File: config.mk
export PLATFORM = sky130hd
export DESIGN_NAME = mutex_with_fifo_handoff
export DESIGN_NICKNAME = d
export VERILOG_FILES = /design/src/rtl/mwf_pkg.sv /design/src/rtl/mwf_queue.sv /design/src/rtl/mutex_with_fifo_handoff.sv
export SDC_FILE = /design/constraint.sdc
export NUM_CORES = 1
export LEC_CHECK = 0
export ABC_AREA = 1
export BUFFER_PORTS_ARGS = -buffer_cell sky130_fd_sc_hd__buf_2
export CORE_MARGIN = 5
export CORE_UTILIZATION = 56
export DETAILED_ROUTE_END_ITERATION = 10
export PLACE_DENSITY = 0.73
export SETUP_SLACK_MARGIN = 0.1
export SLEW_MARGIN = 20
export SYNTH_ARGS = -nofsm -noshare
export SYNTH_HDL_FRONTEND = slang
export SYNTH_SLANG_ARGS = --single-unit
File: constraint.sdc
create_clock -name i_clk -period 4.1 [get_ports i_clk]
set_clock_uncertainty 0.1 [all_clocks]
set_input_delay 0.615 -clock i_clk [delete_from_list [all_inputs] [get_ports i_clk]]
set_output_delay 0.615 -clock i_clk [all_outputs]
set_load 0.03 [all_outputs]
File: src/rtl/mwf_pkg.sv
// mwf_pkg: shared codes and control types for the mutex with FIFO handoff.
// No dependencies; imported by mwf_queue and mutex_with_fifo_handoff.
package mwf_pkg;

    // request codes
    localparam logic [1:0] REQ_LOCK    = 2'd0;
    localparam logic [1:0] REQ_TRYLOCK = 2'd1;
    localparam logic [1:0] REQ_UNLOCK  = 2'd2;
    localparam logic [1:0] REQ_DESTROY = 2'd3;

    // result status codes
    localparam logic [2:0] ST_OK        = 3'd0;
    localparam logic [2:0] ST_QUEUED    = 3'd1;
    localparam logic [2:0] ST_BUSY      = 3'd2;
    localparam logic [2:0] ST_NOT_OWNER = 3'd3;
    localparam logic [2:0] ST_QFULL     = 3'd4;
    localparam logic [2:0] ST_OVERFLOW  = 3'd5;

    // mode register values
    localparam logic MODE_PLAIN    = 1'b0;
    localparam logic MODE_COUNTING = 1'b1;

    typedef struct packed {
        logic push;
        logic pop;
        logic clear;
    } t_q_ctrl;

    typedef struct packed {
        logic empty;
        logic full;
    } t_q_stat;

endpackage

File: src/rtl/mwf_queue.sv
// mwf_queue: wait queue of thread ids in a synchronous memory with pointers.
// Depends on mwf_pkg (t_q_ctrl, t_q_stat).
module mwf_queue #(
    parameter int THREAD_ID_BITS = 8,
    parameter int QUEUE_DEPTH    = 16
) (
    input  logic                      i_clk,
    input  logic                      i_rst_n,
    input  mwf_pkg::t_q_ctrl          i_ctrl,
    input  logic [THREAD_ID_BITS-1:0] i_push_id,
    input  logic                      i_rd_en,
    output logic [THREAD_ID_BITS-1:0] o_rd_data,
    output mwf_pkg::t_q_stat          o_stat
);
    import mwf_pkg::*;

    localparam int PTR_W  = $clog2(QUEUE_DEPTH);
    localparam int FILL_W = $clog2(QUEUE_DEPTH + 1);

    logic [THREAD_ID_BITS-1:0] r_mem [QUEUE_DEPTH];
    logic [THREAD_ID_BITS-1:0] r_rd_data;
    logic [PTR_W-1:0]          r_head, r_tail;
    logic [PTR_W-1:0]          n_head, n_tail;
    logic [FILL_W-1:0]         r_fill;

    assign n_head = (r_head == PTR_W'(QUEUE_DEPTH - 1)) ? '0 : r_head + 1'b1;
    assign n_tail = (r_tail == PTR_W'(QUEUE_DEPTH - 1)) ? '0 : r_tail + 1'b1;

    assign o_stat.empty = (r_fill == '0);
    assign o_stat.full  = (r_fill == FILL_W'(QUEUE_DEPTH));
    assign o_rd_data    = r_rd_data;

    // memory: one write port, one registered read port at the head
    always_ff @(posedge i_clk) begin
        if (i_ctrl.push) begin
            r_mem[r_tail] <= i_push_id;
        end
        if (i_rd_en) begin
            r_rd_data <= r_mem[r_head];
        end
    end

    always_ff @(posedge i_clk) begin
        if (!i_rst_n) begin
            r_head <= '0;
            r_tail <= '0;
            r_fill <= '0;
        end else if (i_ctrl.clear) begin
            r_head <= '0;
            r_tail <= '0;
            r_fill <= '0;
        end else if (i_ctrl.push) begin
            r_tail <= n_tail;
            r_fill <= r_fill + 1'b1;
        end else if (i_ctrl.pop) begin
            r_head <= n_head;
            r_fill <= r_fill - 1'b1;
        end
    end

`ifndef SYNTHESIS
    a_push_not_full: assert property (@(posedge i_clk) disable iff (!i_rst_n)
        i_ctrl.push |-> !o_stat.full)
        else $error("push into full wait queue");
    a_pop_not_empty: assert property (@(posedge i_clk) disable iff (!i_rst_n)
        i_ctrl.pop |-> !o_stat.empty)
        else $error("pop from empty wait queue");
    a_fill_bound: assert property (@(posedge i_clk) disable iff (!i_rst_n)
        r_fill <= FILL_W'(QUEUE_DEPTH))
        else $error("wait queue fill beyond depth");
    a_single_op: assert property (@(posedge i_clk) disable iff (!i_rst_n)
        $countones({i_ctrl.push, i_ctrl.pop, i_ctrl.clear}) <= 1)
        else $error("more than one queue operation at once");
`endif

endmodule

File: src/rtl/mutex_with_fifo_handoff.sv
// mutex_with_fifo_handoff: top level of the hardware lock with a FIFO wait queue.
// Depends on mwf_pkg and mwf_queue.
//
// Hardware recursive mutex. Each input transaction is one request (lock,
// trylock, unlock, destroy) from one thread and yields exactly one result
// transaction. On acceptance a request reads the head of the wait-queue
// memory into its registered read port; in S_EXEC it decides, updates
// owner, count and queue, and loads the result register. The next request
// is taken as soon as the block is back in its idle state, even while the
// previous result still waits in the result register; it then waits in
// S_EXEC until that register is free. A new request is not taken before
// the previous one is decided. The mode register (plain or counting) is
// written through its own channel, always ready, and applies to every
// request decided after the write. Reset leaves the lock free and the
// queue empty; queue memory contents are undefined but never used unless written.
module mutex_with_fifo_handoff #(
    parameter int THREAD_ID_BITS = 8,
    parameter int QUEUE_DEPTH    = 16,
    parameter int COUNT_BITS     = 16
) (
    input  logic                      i_clk,
    input  logic                      i_rst_n,
    // configuration channel
    input  logic                      i_cfg_valid,
    output logic                      o_cfg_ready,
    input  logic                      i_mutex_type,
    // request channel
    input  logic                      i_in_valid,
    output logic                      o_in_ready,
    input  logic [1:0]                i_req_type,
    input  logic [THREAD_ID_BITS-1:0] i_thread_id,
    // result channel
    output logic                      o_out_valid,
    input  logic                      i_out_ready,
    output logic [2:0]                o_status,
    output logic                      o_handoff_valid,
    output logic [THREAD_ID_BITS-1:0] o_handoff_thread,
    output logic                      o_owner_valid,
    output logic [THREAD_ID_BITS-1:0] o_owner_thread
);
    import mwf_pkg::*;

    typedef enum logic {
        S_IDLE,
        S_EXEC
    } t_state;

    t_state r_state;

    // mode and lock state
    logic                      r_mode;
    logic                      r_held, n_held;
    logic [THREAD_ID_BITS-1:0] r_owner, n_owner;
    logic [COUNT_BITS-1:0]     r_count, n_count;

    // captured request
    logic [1:0]                r_req;
    logic [THREAD_ID_BITS-1:0] r_tid;

    // result register
    logic                      r_out_valid;
    logic [2:0]                r_status, n_status;
    logic                      r_hv, n_hv;
    logic [THREAD_ID_BITS-1:0] r_ht, n_ht;
    logic                      r_ov;
    logic [THREAD_ID_BITS-1:0] r_ot;

    // queue interface
    t_q_ctrl                   q_ctrl;
    t_q_stat                   q_stat;
    logic [THREAD_ID_BITS-1:0] q_rd_data;

    logic w_in_acc, w_cfg_acc, w_exec;

    assign o_cfg_ready = 1'b1;
    assign w_cfg_acc   = i_cfg_valid;
    assign o_in_ready  = (r_state == S_IDLE);
    assign w_in_acc    = i_in_valid && o_in_ready;
    // decide only when the result register can take the answer
    assign w_exec      = (r_state == S_EXEC) && (!r_out_valid || i_out_ready);

    assign o_out_valid      = r_out_valid;
    assign o_status         = r_status;
    assign o_handoff_valid  = r_hv;
    assign o_handoff_thread = r_ht;
    assign o_owner_valid    = r_ov;
    assign o_owner_thread   = r_ot;

    mwf_queue #(
        .THREAD_ID_BITS (THREAD_ID_BITS),
        .QUEUE_DEPTH    (QUEUE_DEPTH)
    ) u_queue (
        .i_clk     (i_clk),
        .i_rst_n   (i_rst_n),
        .i_ctrl    (q_ctrl),
        .i_push_id (r_tid),
        .i_rd_en   (w_in_acc),
        .o_rd_data (q_rd_data),
        .o_stat    (q_stat)
    );

    // request decision; head entry was read in the accepting cycle
    always_comb begin
        n_held   = r_held;
        n_owner  = r_owner;
        n_count  = r_count;
        n_status = ST_OK;
        n_hv     = 1'b0;
        n_ht     = '0;
        q_ctrl   = '0;
        unique case (r_req)
            REQ_LOCK: begin
                if (!r_held) begin
                    n_held  = 1'b1;
                    n_owner = r_tid;
                    n_count = '0;
                end else if (r_owner == r_tid) begin
                    // plain relock by owner is a no-op
                    if (r_mode == MODE_COUNTING) begin
                        if (&r_count) begin
                            n_status = ST_OVERFLOW;
                        end else begin
                            n_count = r_count + 1'b1;
                        end
                    end
                end else if (q_stat.full) begin
                    n_status = ST_QFULL;
                end else begin
                    q_ctrl.push = 1'b1;
                    n_status    = ST_QUEUED;
                end
            end
            REQ_TRYLOCK: begin
                if (!r_held) begin
                    n_held  = 1'b1;
                    n_owner = r_tid;
                    n_count = '0;
                end else if (r_owner == r_tid && r_mode == MODE_COUNTING) begin
                    if (&r_count) begin
                        n_status = ST_OVERFLOW;
                    end else begin
                        n_count = r_count + 1'b1;
                    end
                end else begin
                    n_status = ST_BUSY;
                end
            end
            REQ_UNLOCK: begin
                if (!r_held || r_owner != r_tid) begin
                    n_status = ST_NOT_OWNER;
                end else if (r_mode == MODE_COUNTING && r_count != '0) begin
                    n_count = r_count - 1'b1;
                end else if (!q_stat.empty) begin
                    // hand over to the head waiter
                    q_ctrl.pop = 1'b1;
                    n_owner    = q_rd_data;
                    n_count    = '0;
                    n_hv       = 1'b1;
                    n_ht       = q_rd_data;
                end else begin
                    n_held  = 1'b0;
                    n_owner = '0;
                    n_count = '0;
                end
            end
            REQ_DESTROY: begin
                n_held       = 1'b0;
                n_owner      = '0;
                n_count      = '0;
                q_ctrl.clear = 1'b1;
            end
        endcase
        if (!w_exec) begin
            q_ctrl = '0;
        end
    end

    always_ff @(posedge i_clk) begin
        if (!i_rst_n) begin
            r_state     <= S_IDLE;
            r_mode      <= MODE_PLAIN;
            r_held      <= 1'b0;
            r_owner     <= '0;
            r_count     <= '0;
            r_req       <= REQ_LOCK;
            r_tid       <= '0;
            r_out_valid <= 1'b0;
        end else begin
            if (w_cfg_acc) begin
                r_mode <= i_mutex_type;
            end
            // a new answer replaces the one taken at this edge
            if (w_exec) begin
                r_out_valid <= 1'b1;
            end else if (r_out_valid && i_out_ready) begin
                r_out_valid <= 1'b0;
            end
            unique case (r_state)
                S_IDLE: begin
                    if (w_in_acc) begin
                        r_req   <= i_req_type;
                        r_tid   <= i_thread_id;
                        r_state <= S_EXEC;
                    end
                end
                S_EXEC: begin
                    if (w_exec) begin
                        r_held      <= n_held;
                        r_owner     <= n_owner;
                        r_count     <= n_count;
                        r_status    <= n_status;
                        r_hv        <= n_hv;
                        r_ht        <= n_ht;
                        r_ov        <= n_held;
                        r_ot        <= n_held ? n_owner : '0;
                        r_state     <= S_IDLE;
                    end
                end
            endcase
        end
    end

`ifndef SYNTHESIS
    a_handoff_owner: assert property (@(posedge i_clk) disable iff (!i_rst_n)
        (o_out_valid && o_handoff_valid) |->
            (o_owner_valid && o_owner_thread == o_handoff_thread))
        else $error("handoff result without matching owner");
    a_free_owner_zero: assert property (@(posedge i_clk) disable iff (!i_rst_n)
        (o_out_valid && !o_owner_valid) |-> (o_owner_thread == '0))
        else $error("free lock reports an owner");
    a_queued_held: assert property (@(posedge i_clk) disable iff (!i_rst_n)
        (o_out_valid && o_status == ST_QUEUED) |-> o_owner_valid)
        else $error("request queued on a free lock");
    a_accept_exec: assert property (@(posedge i_clk) disable iff (!i_rst_n)
        w_in_acc |=> (r_state == S_EXEC))
        else $error("accepted request not executed");
    a_result_held: assert property (@(posedge i_clk) disable iff (!i_rst_n)
        (r_state == S_EXEC && r_out_valid && !i_out_ready) |=> r_state == S_EXEC)
        else $error("result register overwritten while stalled");
`endif

endmodule

After elaboration in Yosys (flattened, before gate mapping)

Memory sizes are Yosys's and may differ from the RTL's. A register that Yosys moved wholly into a read port is not among the register bits.
Index checks and enable logic that the tools add are counted.

Bits in registers: 72
Bits in writable memories: 128
Bits of input ports: 16
Output and inout bits: 24
Word-level logic and storage cells: 110
Memories kept: 1

Memory list:

| name          | words | width | read ports | clocked after Yosys merged registers in | write ports | RTL line        | text |
|---|---|---|---|---|---|---|---|
| u_queue.r_mem | 16    | 8     | 1          | 1                                       | 1           | mwf_queue.sv:20 | `logic [THREAD_ID_BITS-1:0] r_mem [QUEUE_DEPTH];` |

$add $sub $neg: 6
Eq/ne operators: 12
Mux-type cells: 48
Bitwise logic cells: 4
Reduce and logical (&&, ||, !) cells: 23

Operator list:

| operator                                            | number |
|---|---|
| 2-to-1 mux 16 bit                                   | 8 |
| case mux 16 bit (4 select lines)                    | 1 |
| 2-to-1 mux 8 bit                                    | 4 |
| 2-to-1 mux 3 bit                                    | 8 |
| case mux 8 bit (3 select lines)                     | 1 |
| 2-to-1 mux 1 bit                                    | 18 |
| adder 16 x 1 -> 16 bit (second input constant)      | 1 |
| AND reduction 16 bit                                | 1 |
| nonzero test 16 bit                                 | 1 |
| subtractor 16 x 1 -> 16 bit (second input constant) | 1 |
| 2-to-1 mux 5 bit                                    | 2 |
| != test 3 bit (second input constant)               | 3 |
| case mux 3 bit (3 select lines)                     | 1 |
| adder 4 x 1 -> 4 bit (second input constant)        | 2 |
| == test 4 bit (second input constant)               | 2 |
| == test 8 bit                                       | 1 |
| 2-to-1 mux 4 bit                                    | 2 |
| != test 8 bit                                       | 1 |
| AND reduction 2 bit                                 | 3 |
| AND reduction 6 bit                                 | 1 |
| adder 5 x 1 -> 5 bit (second input constant)        | 1 |
| == test 5 bit (second input constant)               | 1 |
| logical AND 1 bit                                   | 5 |
| zero test 5 bit                                     | 1 |
| 15 further kinds                                    | 23 |

Logic depth before layout (Yosys ltp)

Gate-level depths: netlist (run 1).

Depth in word-level cells: 8
Gate-level depth with buffers: 16
Depth with buffers taken out: 15

By module

A second synthesis (run 1) with hierarchy kept.

Cell total of the unflattened synthesis: 1,198
Area, all modules: 10,221.1 um2

By module, submodules not included:

| module                  | instances | cells an instance | area each (um2) | sequential area each (um2) |
|---|---|---|---|---|
| mwf_queue               | 1         | 682               | 6,635.1         | 4,344.2 |
| mutex_with_fifo_handoff | 1         | 516               | 3,585.9         | 1,391.3 |

Worst setup path before layout (run 1)

No wires, ideal clock.

Path type: input -> register
Start: input port i_rst_n
End: register r_ht[0], in the netlist o_handoff_thread[0], enable pin
Setup time: 0.412 ns
Arrival: 2.121 ns
Required time: 3.588 ns
Setup slack: 1.468 ns
Cell stages on the path: 3
Path buffers: 1
Path through: clkbuf_1 > inv_1 > nor2_1

Longest elaborated chain between the ends: 1

Ends and longest elaborated chain:

| item                                 | RTL line                       | text |
|---|---|---|
| from (decl)                          | mutex_with_fifo_handoff.sv:22  | `input logic i_rst_n,` |
| AND reduction 3 bit (no source line) | n/a                            |  |
| to (signal assigned)                 | mutex_with_fifo_handoff.sv:213 | `r_ht <= n_ht;` |
| to (decl)                            | mutex_with_fifo_handoff.sv:64  | `logic [THREAD_ID_BITS-1:0] r_ht, n_ht;` |

No other way between the ends.
A chain may end at the register's enable or synchronous reset.

Worst setup path in the final report (run 1)

Start: register r_tid[7]
End: memory u_queue.r_mem[8][4], enable pin

Longest elaborated chain between the ends: 7

Ends and longest elaborated chain:

| item                                   | RTL line                       | text |
|---|---|---|
| from (decl)                            | mutex_with_fifo_handoff.sv:58  | `logic [THREAD_ID_BITS-1:0] r_tid;` |
| from (signal assigned)                 | mutex_with_fifo_handoff.sv:202 | `r_tid <= i_thread_id;` |
| == test 8 bit                          | mutex_with_fifo_handoff.sv:117 | `end else if (r_owner == r_tid) begin` |
| 2-to-1 mux 1 bit                       | mutex_with_fifo_handoff.sv:117 |  |
| 2-to-1 mux 1 bit                       | mutex_with_fifo_handoff.sv:113 | `if (!r_held) begin` |
| 2-to-1 mux 1 bit                       | mutex_with_fifo_handoff.sv:111 | `unique case (r_req)` |
| 2-to-1 mux 3 bit                       | mutex_with_fifo_handoff.sv:173 | `if (!w_exec) begin` |
| 2-to-1 mux 1 bit                       | mwf_queue.sv:35                | `if (i_ctrl.push) begin` |
| 2-to-1 mux 1 bit (not written as such) | mwf_queue.sv:36                | `r_mem[r_tail] <= i_push_id;` |
| to (decl)                              | mwf_queue.sv:20                |  |

No other way between the ends.

==> summary.txt, run 1 <==
Run status
  – Status: finished clean

Pwr
  – Pleak: 4.011 nW
  – Power per Cell Area: 435.8 nW/um^2
  – Maximum vdd drop: 0.0003602 V

Yosys
  – Synth cell count leaders: nand2_1, edfxtp_1, nor2_1
  – Post-synth top area share: 49.38%
  – Flops & latches, synth: 208
  – Net Count, Synth: 1015
  – Mean Syn Cell Area: 9.672 um^2
  – Distinct cells, synth: 45
  – Count leader, synth: nand2_1
  – Synth warn: 0
  – EDFF count, synth: 157
  – Cells taking the most area after synthesis: edfxtp_1, dfxtp_1, nand2_1
  – Asr flop ratio synth: 0%
  – Synth area leader: edfxtp_1
  – Main synth FF type: edfxtp_1
  – Sequential area share after synthesis: 60.08%
  – Gate count after technology mapping: 987
  – Post-synth design cell area: 9547 um^2

STA
  – Worst-margin pin slew: 0.9209 ns
  – Final count of negative-setup-slack endpoints: 0
  – Endpoints failing hold: 0
  – RSZ-0062 raised after global routing: false
  – Minimum clock period: 3.321 ns
  – Fmax: 0.3011 GHz
  – Fin crit share: 81.00%
  – Slew Limit Fails: 0
  – Slew margin rel.: 38.54%
  – Setup TNS: 0 ns

Drt
  – Per-cell routed wire length: 18.57 um
  – Total number of vias: 7331
  – Detail Route Antenna Nets: 0
  – Routed Wire Length: 23380 um
  – Drt first pass iters: 5
  – First-iteration detailed-routing DRC count: 869
  – Vias per inst: 5.823
  – Drt drc: 0

Worst setup path
  – CP required: 4.14 ns
  – Critical path start-end classification: reg2reg
  – Startpoint Class: register
  – R2r setup slk: 0.78 ns
  – Endpoint class of the critical path: register
  – Crit path max-delay cell type: dfxtp_1
  – Crit Path Max Fanout: 20
  – Crit Reg-Reg Endpoint: u_queue.r_mem[8][4]
  – CP startpoint: r_tid[7]
  – R2r worst-path depth: 8
  – Crit path top cell by count: nand2_1
  – Largest stage delay, worst path: 0.83 ns
  – Worst R2R Start: r_tid[7]
  – Worst endpoint data arrival time: 3.36 ns
  – Crit-path cells: xnor2_1 > nand2_1 > nor2_1 > nand2_1 > nand4_2 > inv_1 > nand2_1 > nor2_1

Layout
  – Design area: 10610 um^2
  – Fin util: 63.75%
  – Multi-input logic area: 3356 um^2
  – Area delta synth->final: 11.13%
  – Layout cells sized above 1: 11.93%
  – N_diodes: 0
  – Fill count: 1370
  – Nets: 1051
  – Register area: 5737 um^2

Clock tree
  – Clk buf depth: 3
  – Clock sinks: 208
  – Clk_lat worst skew: 0.51 ns
  – Clk slew on worst S/H paths: 0.06 ns
  – Root Driver: clkbuf_16
  – Post-CTS Setup Inserts: 0
  – CTS tree: done
  – Total CTS buffers: 22
  – # hold bufs at CTS: 0
  – PostCTS Resize Cnt: 0
  – Htree depth: 1

Hold path
  – Min-delay src: i_thread_id[3]
  – Hold Path Class: in2reg
  – WHS Endpoint: r_tid[3]
  – Worst hold path depth: 3

Run
  – Max-cap violation count: 0

Global routing
  – First-pass GRT wire length: 36340 um
  – Global Route Usage Sum: 23.26%
  – Vias in the first global route: 6611
  – Initial antenna violation count: 0
  – Grt ovf: 0
  – Largest net degree at the start of global routing: 67

Placement
  – PortBufs: 38
  – GPL Wtd Cong: 0.9234
  – Placed Area: 9926 um^2
  – DP HPWL: 16070 um

Floorplanning
  – Die W: 140.6 um
  – Die ar.: 19760 um^2
  – Initial Util: 57.36%
  – Number of I/O pins: 40
  – CORE AREA: 16640 um^2
  – Die H: 140.6 um
  – # rows: 47
routing by layer:
metal / vias up / track usage [%] / wire, um
li1: 3483 / - / -
met1: 3395 / 34.66 / 10040
met2: 415 / 35.81 / 10520
met3: 38 / 3.988 / 2329
met4: 0 / 5.660 / 493
met5: - / 0 / 0
cell type report:
cell class                      count  area share (%)
Multi-Input combinational cell    668           31.63
Sequential cell                   208           54.07
Clock buffer                       26           5.425
Timing Repair Buffer               51           2.713
Tap cell                          220           2.595
Clock inverter                     14           1.014
Inverter                           72           2.547
report_power, final:
group | total [mW] | internal, mW | switching [mW] | leakage, nW
registers | 2.36 | 2.32 | 0.0450 | 1.85
clock network | 1.85 | 1.02 | 0.825 | 0.331
logic | 0.412 | 0.117 | 0.296 | 1.83
total | 4.62 | 3.46 | 1.17 | 4.01
cells by family after synthesis:
family,Yosys count,share of synthesized area [%]
buffers and inverters,111,4.797
AO/OA/AOI/OAI,174,10.30
other,1,0.03928
XOR/XNOR,14,1.284
adder cells (fa/ha/maj),12,1.651
flip-flops,208,60.08
AND/OR/NAND/NOR,467,21.85
metrics by stage:
stage | cells | setup slack, ns | power (mW) | hold WS (ns)
detailed placement | 1219 | 0.8216 | 2.810 | 0.3810
global route | 1259 | 0.5550 | 4.790 | 0.2308
floorplan | 987 | 1.468 | 2.680 | 0.3576
CTS | 1259 | 0.8131 | 4.639 | 0.2254
global placement | 1219 | 0.9202 | 2.805 | 0.3720
finish | 1259 | 0.7792 | 4.623 | 0.2355
cell usage in the layout, fill, tap and decap left out, types with 6 or more instances in the layout:
| cell | instances |
|---|---|
| nor2_4 | 7 |
| nand4_1 | 23 |
| o211ai_1 | 10 |
| a21oi_1 | 31 |
| o221ai_1 | 11 |
| o21ai_0 | 91 |
| o22ai_1 | 22 |
| nand3_2 | 6 |
| nand2_1 | 188 |
| clkbuf_16 | 22 |
| nor2_1 | 151 |
| buf_2 | 38 |
| and2_1 | 8 |
| buf_4 | 13 |
| dfxtp_1 | 50 |
| edfxtp_1 | 157 |
| xnor2_1 | 6 |
| inv_1 | 66 |
| ha_1 | 11 |
| nor3_1 | 9 |
| xor2_1 | 8 |
| nand3_1 | 58 |
worst max-delay path: cells and delay by family (launching register included):
kind / cells / cell delay [ns]
DFF: 1 / 0.83
buffers and inverters: 1 / 0.26
and+or+nand+nor: 6 / 1.60
xor gates and xnor gates: 1 / 0.16
state kept, by name, summed over array words and instances (netlist names), 2 cells and up:
register           flops
u_queue.r_mem        128
r_req                  2
r_owner                8
o_owner_thread         8
u_queue.o_rd_data      8
o_status               3
u_queue.r_tail         4
r_count               16
u_queue.r_head         4
r_tid                  8
u_queue.r_fill         5
o_handoff_thread       8
worst max path at each step:
stage / endpoint / slack [ns] / cells past startpoint
floorplan: o_handoff_thread[0] / 1.47 / 3
global placement: u_queue.r_mem[8][3] / 0.92 / 8
detailed placement: u_queue.r_mem[10][2] / 0.82 / 8
CTS: u_queue.r_mem[8][6] / 0.81 / 8
global route: u_queue.r_fill[4] / 0.56 / 13
finish: u_queue.r_mem[8][4] / 0.78 / 8
(Power assumes the default switching activity.)
==> run 2, diff against run 1 <==
--- a/config.mk
+++ b/config.mk
@@ -10,7 +10,7 @@
 export CORE_MARGIN = 5
 export CORE_UTILIZATION = 56
 export DETAILED_ROUTE_END_ITERATION = 10
-export PLACE_DENSITY = 0.73
+export PLACE_DENSITY = 0.76
 export SETUP_SLACK_MARGIN = 0.1
 export SLEW_MARGIN = 20
 export SYNTH_ARGS = -nofsm -noshare
==> constraint.sdc (replaced) <==
create_clock -name i_clk -period 3.05 [get_ports i_clk]
set_clock_uncertainty 0.1 [all_clocks]
set_input_delay 0.4575 -clock i_clk [delete_from_list [all_inputs] [get_ports i_clk]]
set_output_delay 0.4575 -clock i_clk [all_outputs]
set_load 0.03 [all_outputs]
==> run 2 against run 1 <==
  * Total power up 36%
  * Hold slack worse by 0.11 ns
  * Non-clock buffer count up 12
  * Die area unchanged
  * Final cell count up 0.95%
  * Core utilization up 0.67 points
  * Combinational power up 40%
  * Critical endpoint is now u_queue.r_mem[6][1]
  * Largest power group unchanged
==> summary.txt, run 2 (synthesis gave the netlist of run 1 again) <==
Worst setup path
  – WP buf/inv: 2
  – Worst endpoint data arrival time: 2.75 ns
  – Largest stage delay, worst path: 0.59 ns
  – Startpoint Class: register
  – Crit path top cell by count: nand2_1
  – R2r worst-path depth: 10
  – CP startpoint: r_tid[5]
  – Critical path start-end classification: reg2reg
  – Crit Reg-Reg Endpoint: u_queue.r_mem[6][1]
  – Crit path max-delay cell type: nor2_1
  – CP required: 3.07 ns
  – Crit Path Max Fanout: 11
  – Endpoint class of the critical path: register
  – CP top delay family: simple AND/OR/NAND/NOR gates
  – R2r setup slk: 0.32 ns
  – Crit-path cells: inv_1 > nand2_1 > nand2_1 > nand2_1 > nor2_1 > nand2_1 > nand4_2 > inv_1 > nand2_1 > nor2_1
  – Worst R2R Start: r_tid[5]

Hold path
  – WHS Endpoint: r_state
  – Hold Path Class: in2reg
  – Min-delay src: i_in_valid
  – Worst hold path depth: 3

Global routing
  – Largest net degree at the start of global routing: 35
  – Vias in the first global route: 6717
  – Grt ovf: 0
  – First-pass GRT wire length: 37260 um
  – Global Route Usage Sum: 23.60%
  – Initial antenna violation count: 0

Floorplanning
  – Number of I/O pins: 40
  – CORE AREA: 16640 um^2
  – # rows: 47
  – Die H: 140.6 um
  – Die W: 140.6 um
  – Die ar.: 19760 um^2
  – Initial Util: 57.36%

Drt
  – Drt first pass iters: 6
  – First-iteration detailed-routing DRC count: 944
  – Total number of vias: 7325
  – Metal2 WL: 10360 um
  – Routed Wire Length: 23540 um
  – Met3 routed WL: 2220 um
  – Drt drc: 0
  – Metal1 wirelength: 10310 um
  – Vias per inst: 5.763
  – Detail Route Antenna Nets: 0
  – Max layer used: met4
  – Per-cell routed wire length: 18.52 um

Run
  – Max-cap violation count: 0

Pwr
  – Power per Cell Area: 586.6 nW/um^2
  – Total Power: 6.288 mW
  – Maximum vdd drop: 0.0005567 V
  – Pleak: 4.085 nW

STA
  – Fin crit share: 89.47%
  – Setup slack after layout: 0.3213 ns
  – Fmax: 0.3665 GHz
  – Setup TNS: 0 ns
  – Worst-margin pin slew: 0.9408 ns
  – Final count of negative-setup-slack endpoints: 0
  – RSZ-0062 raised after global routing: false
  – Slew Limit Fails: 0
  – Endpoints failing hold: 0
  – Minimum clock period: 2.729 ns
  – Worst hold slack: 0.1304 ns
  – Slew margin rel.: 37.21%

Layout
  – Nets: 1063
  – Design area: 10720 um^2
  – Biggest regs: u_queue.r_mem: 128 flops, r_count: 16 flops
  – Fin util: 64.42%
  – N_diodes: 0
  – Commonest cells after routing, fill and taps aside: nand2_1, edfxtp_1, nor2_1
  – Reg with most FFs: u_queue.r_mem
  – Layout cells sized above 1: 12.65%
  – Area delta synth->final: 12.29%
  – Most common cell after layout, fill and taps aside: nand2_1
  – Fin cells: 1271
  – Max reg flops: 128

Clock tree
  – Clk slew on worst S/H paths: 0.06 ns
  – PostCTS Resize Cnt: 0
  – Root Driver: clkbuf_16
  – # hold bufs at CTS: 0
  – CTS tree: done
  – Clk_lat worst skew: 0.51 ns
  – Total CTS buffers: 22
  – Clk buf depth: 3
  – Post-CTS Setup Inserts: 0
  – Clock sinks: 208
  – Htree depth: 1

Run status
  – Status: finished clean

Placement
  – DP HPWL: 16200 um
  – Post-Place Setup Slack: 0.2889 ns
  – Placed Area: 10030 um^2
  – GPL Wtd Cong: 1.002
  – Placed cells: 1231
  – PortBufs: 38
run 2: layer usage:
layer  track usage, %  up-vias
met1            35.73     3397
met3            4.192       47
met4            6.221        0
li1                 -     3502
met5                0        -
met2            35.33      379
run 2: power breakdown:
| group | total (mW) | internal (mW) | switching [mW] |
|---|---|---|---|
| clock | 2.55 | 1.45 | 1.10 |
| combinational | 0.577 | 0.165 | 0.412 |
| sequential | 3.16 | 3.11 | 0.0449 |
| total | 6.29 | 4.73 | 1.56 |
run 2: worst reg2reg max path: stages, from the launching register on:
cell     delay [ns]
dfxtp_1        0.38
inv_1          0.10
nand2_1        0.06
nand2_1        0.04
nand2_1        0.06
nor2_1         0.10
nand2_1        0.17
nand4_2        0.35
inv_1          0.24
nand2_1        0.16
nor2_1         0.59
run 2: cell type report:
class	instances	area (um^2)
clock buffers	27	579.3
clock inverters	13	112.6
fillers	1366	5922
inverters	72	270.3
multi-input cells	668	3356
flip-flops and latches	208	5737
well taps	220	275.3
repair buffers	63	390.4
run 2: worst max path at each step:
stage                                 to  slack (ns)  cells after the start
global route        u_queue.r_mem[10][1]        0.13                      8
global placement    u_queue.r_mem[10][2]        0.38                      9
floorplan              u_queue.r_fill[4]        0.47                     14
detailed placement   u_queue.r_mem[6][7]        0.29                      9
CTS                  u_queue.r_mem[6][2]        0.35                      8
finish               u_queue.r_mem[6][1]        0.32                     10
==> run 3, diff against run 2 <==
--- a/config.mk
+++ b/config.mk
@@ -9,8 +9,9 @@
 export BUFFER_PORTS_ARGS = -buffer_cell sky130_fd_sc_hd__buf_2
 export CORE_MARGIN = 5
 export CORE_UTILIZATION = 56
+export CTS_BUF_LIST = sky130_fd_sc_hd__clkbuf_16
 export DETAILED_ROUTE_END_ITERATION = 10
-export PLACE_DENSITY = 0.76
+export PLACE_DENSITY = 0.73
 export SETUP_SLACK_MARGIN = 0.1
 export SLEW_MARGIN = 20
 export SYNTH_ARGS = -nofsm -noshare
==> constraint.sdc (replaced) <==
create_clock -name i_clk -period 3 [get_ports i_clk]
set_clock_uncertainty 0.1 [all_clocks]
set_input_delay 0.45 -clock i_clk [delete_from_list [all_inputs] [get_ports i_clk]]
set_output_delay 0.45 -clock i_clk [all_outputs]
set_load 0.03 [all_outputs]
==> run 3 against run 2 <==
  * Total power grew 2.9%
  * Via count grew 0.79%
  * Register-to-register slack gained 0.09 ns
  * Critical endpoint is now u_queue.r_fill[4]
  * Largest cell class unchanged
  * Highest routed layer unchanged
==> summary.txt, run 3 (synthesis gave the netlist of run 1 again) <==
Placement
  – PortBufs: 38
  – Placed Area: 10030 um^2
  – Placed cells: 1231
  – GPL Wtd Cong: 0.9404
  – Post-Place Setup Slack: 0.3642 ns
  – DP HPWL: 16150 um

Drt
  – Detail Route Antenna Nets: 0
  – Per-cell routed wire length: 18.58 um
  – Total number of vias: 7383
  – Vias per inst: 5.804
  – Drt first pass iters: 5
  – Drt drc: 0
  – First-iteration detailed-routing DRC count: 883
  – Routed Wire Length: 23640 um

Clock tree
  – Clk_lat worst skew: 0.49 ns
  – # hold bufs at CTS: 0
  – CTS tree: done
  – Htree depth: 1
  – Post-CTS Setup Inserts: 0
  – Clk buf depth: 3
  – PostCTS Resize Cnt: 0
  – Root Driver: clkbuf_16
  – Total CTS buffers: 23
  – Clock sinks: 208
  – Clk slew on worst S/H paths: 0.06 ns

Hold path
  – Min-delay src: i_mutex_type
  – WHS Endpoint: r_mode
  – Hold Path Class: in2reg
  – Worst hold path depth: 3

Layout
  – Reg with most FFs: u_queue.r_mem
  – N_diodes: 0
  – Layout cells sized above 1: 12.55%
  – Max reg flops: 128
  – Fin util: 64.54%
  – Commonest cells after routing, fill and taps aside: nand2_1, edfxtp_1, nor2_1
  – Design area: 10740 um^2
  – Nets: 1064
  – Area delta synth->final: 12.52%
  – Biggest regs: u_queue.r_mem: 128 flops, r_count: 16 flops
  – Most common cell after layout, fill and taps aside: nand2_1
  – Fin cells: 1272

Worst setup path
  – CP required: 3.29 ns
  – CP top delay family: simple AND/OR/NAND/NOR gates
  – Crit path max-delay cell type: fa_1
  – Critical path start-end classification: reg2reg
  – WP buf/inv: 4
  – R2r worst-path depth: 13
  – Crit-path cells: inv_2 > nor2_4 > inv_2 > nor2_4 > nand4_2 > buf_4 > fa_1 > a31oi_1 > inv_1 > nand2_1 > nand3_1 > nand2_1 > nor2_1
  – Endpoint class of the critical path: register
  – Worst R2R Start: r_held
  – Startpoint Class: register
  – Largest stage delay, worst path: 0.46 ns
  – Worst endpoint data arrival time: 2.88 ns
  – R2r setup slk: 0.41 ns
  – Crit Path Max Fanout: 8
  – Crit Reg-Reg Endpoint: u_queue.r_fill[4]

STA
  – Fmax: 0.3859 GHz
  – Worst-margin pin slew: 0.9012 ns
  – Fin crit share: 86.37%
  – Slew margin rel.: 39.86%
  – Minimum clock period: 2.591 ns
  – RSZ-0062 raised after global routing: false
  – Worst hold slack: 0.1098 ns
  – Slew Limit Fails: 0
  – Final count of negative-setup-slack endpoints: 0
  – Endpoints failing hold: 0
  – Setup slack after layout: 0.4089 ns
  – Setup TNS: 0 ns

Floorplanning
  – # rows: 47
  – Number of I/O pins: 40
  – Die H: 140.6 um
  – CORE AREA: 16640 um^2
  – Die W: 140.6 um
  – Die ar.: 19760 um^2
  – Initial Util: 57.36%

Pwr
  – Sequential share of power: 49.7%
  – Pleak: 4.118 nW
  – Sw frac: 24.24%
  – Total Power: 6.471 mW
  – Clock Power Share: 41.3%
  – Power per Cell Area: 602.4 nW/um^2
  – Net Sw Power: 1.568 mW
  – Combinational Power Share: 9.1%
  – Maximum vdd drop: 0.0004721 V
  – Internal power: 4.903 mW

Global routing
  – Initial antenna violation count: 0
  – Global Route Usage Sum: 23.57%
  – First-pass GRT wire length: 36850 um
  – Vias in the first global route: 6655
  – Grt ovf: 0
  – Largest net degree at the start of global routing: 66

Run status
  – Status: finished clean

Run
  – Max-cap violation count: 0
run 3: cell count changes in the layout (fill, tap and decap cells not counted), sizes merged:
cell	delta
clkinvlp	-1
clkinv	+1
clkbuf	-4
bufinv	+1
inv	+4
run 3: power by group through the flow:
stage / clock network, mW / registers (mW) / logic, mW
after floorplan: 0 / 3.31 / 0.353
after global placement: 0 / 3.27 / 0.568
after detailed placement: 0 / 3.27 / 0.575
after CTS: 2.70 / 3.21 / 0.577
after global routing: 2.82 / 3.22 / 0.646
final: 2.67 / 3.21 / 0.588
run 3: worst max path at each step:
stage / start / to / slack, ns / cells past startpoint
floorplan: r_tid[6] / u_queue.r_fill[4] / 0.42 / 14
global placement: i_out_ready / u_queue.r_fill[4] / 0.48 / 14
detailed placement: i_out_ready / u_queue.r_mem[10][2] / 0.36 / 9
CTS: r_held / u_queue.r_mem[10][6] / 0.42 / 8
global route: r_held / u_queue.r_mem[8][1] / 0.27 / 8
finish: r_held / u_queue.r_fill[4] / 0.41 / 13
run 3: routing by layer:
metal  vias up  wire length [um]  track usage [%]
li1       3512                 -                -
met1      3473             10600            35.87
met2       362             10280            35.41
met3        36              2205            3.851
met4         0               546            6.119
met5         -                 0                0
run 3: final cells by class:
cell class	count	area (um^2)
Clock inverter	18	137.6
Fill cell	1310	5901
Timing Repair Buffer	63	390.4
Tap cell	220	275.3
Inverter	72	270.3
Sequential cell	208	5737
Clock buffer	23	575.6
Multi-Input combinational cell	668	3356
run 3: worst register-to-register path, cell delays in order, from the launching register on:
cell	delay, ns
dfxtp_1	0.34
inv_2	0.09
nor2_4	0.21
inv_2	0.12
nor2_4	0.15
nand4_2	0.21
buf_4	0.23
fa_1	0.46
a31oi_1	0.21
inv_1	0.07
nand2_1	0.10
nand3_1	0.09
nand2_1	0.06
nor2_1	0.04
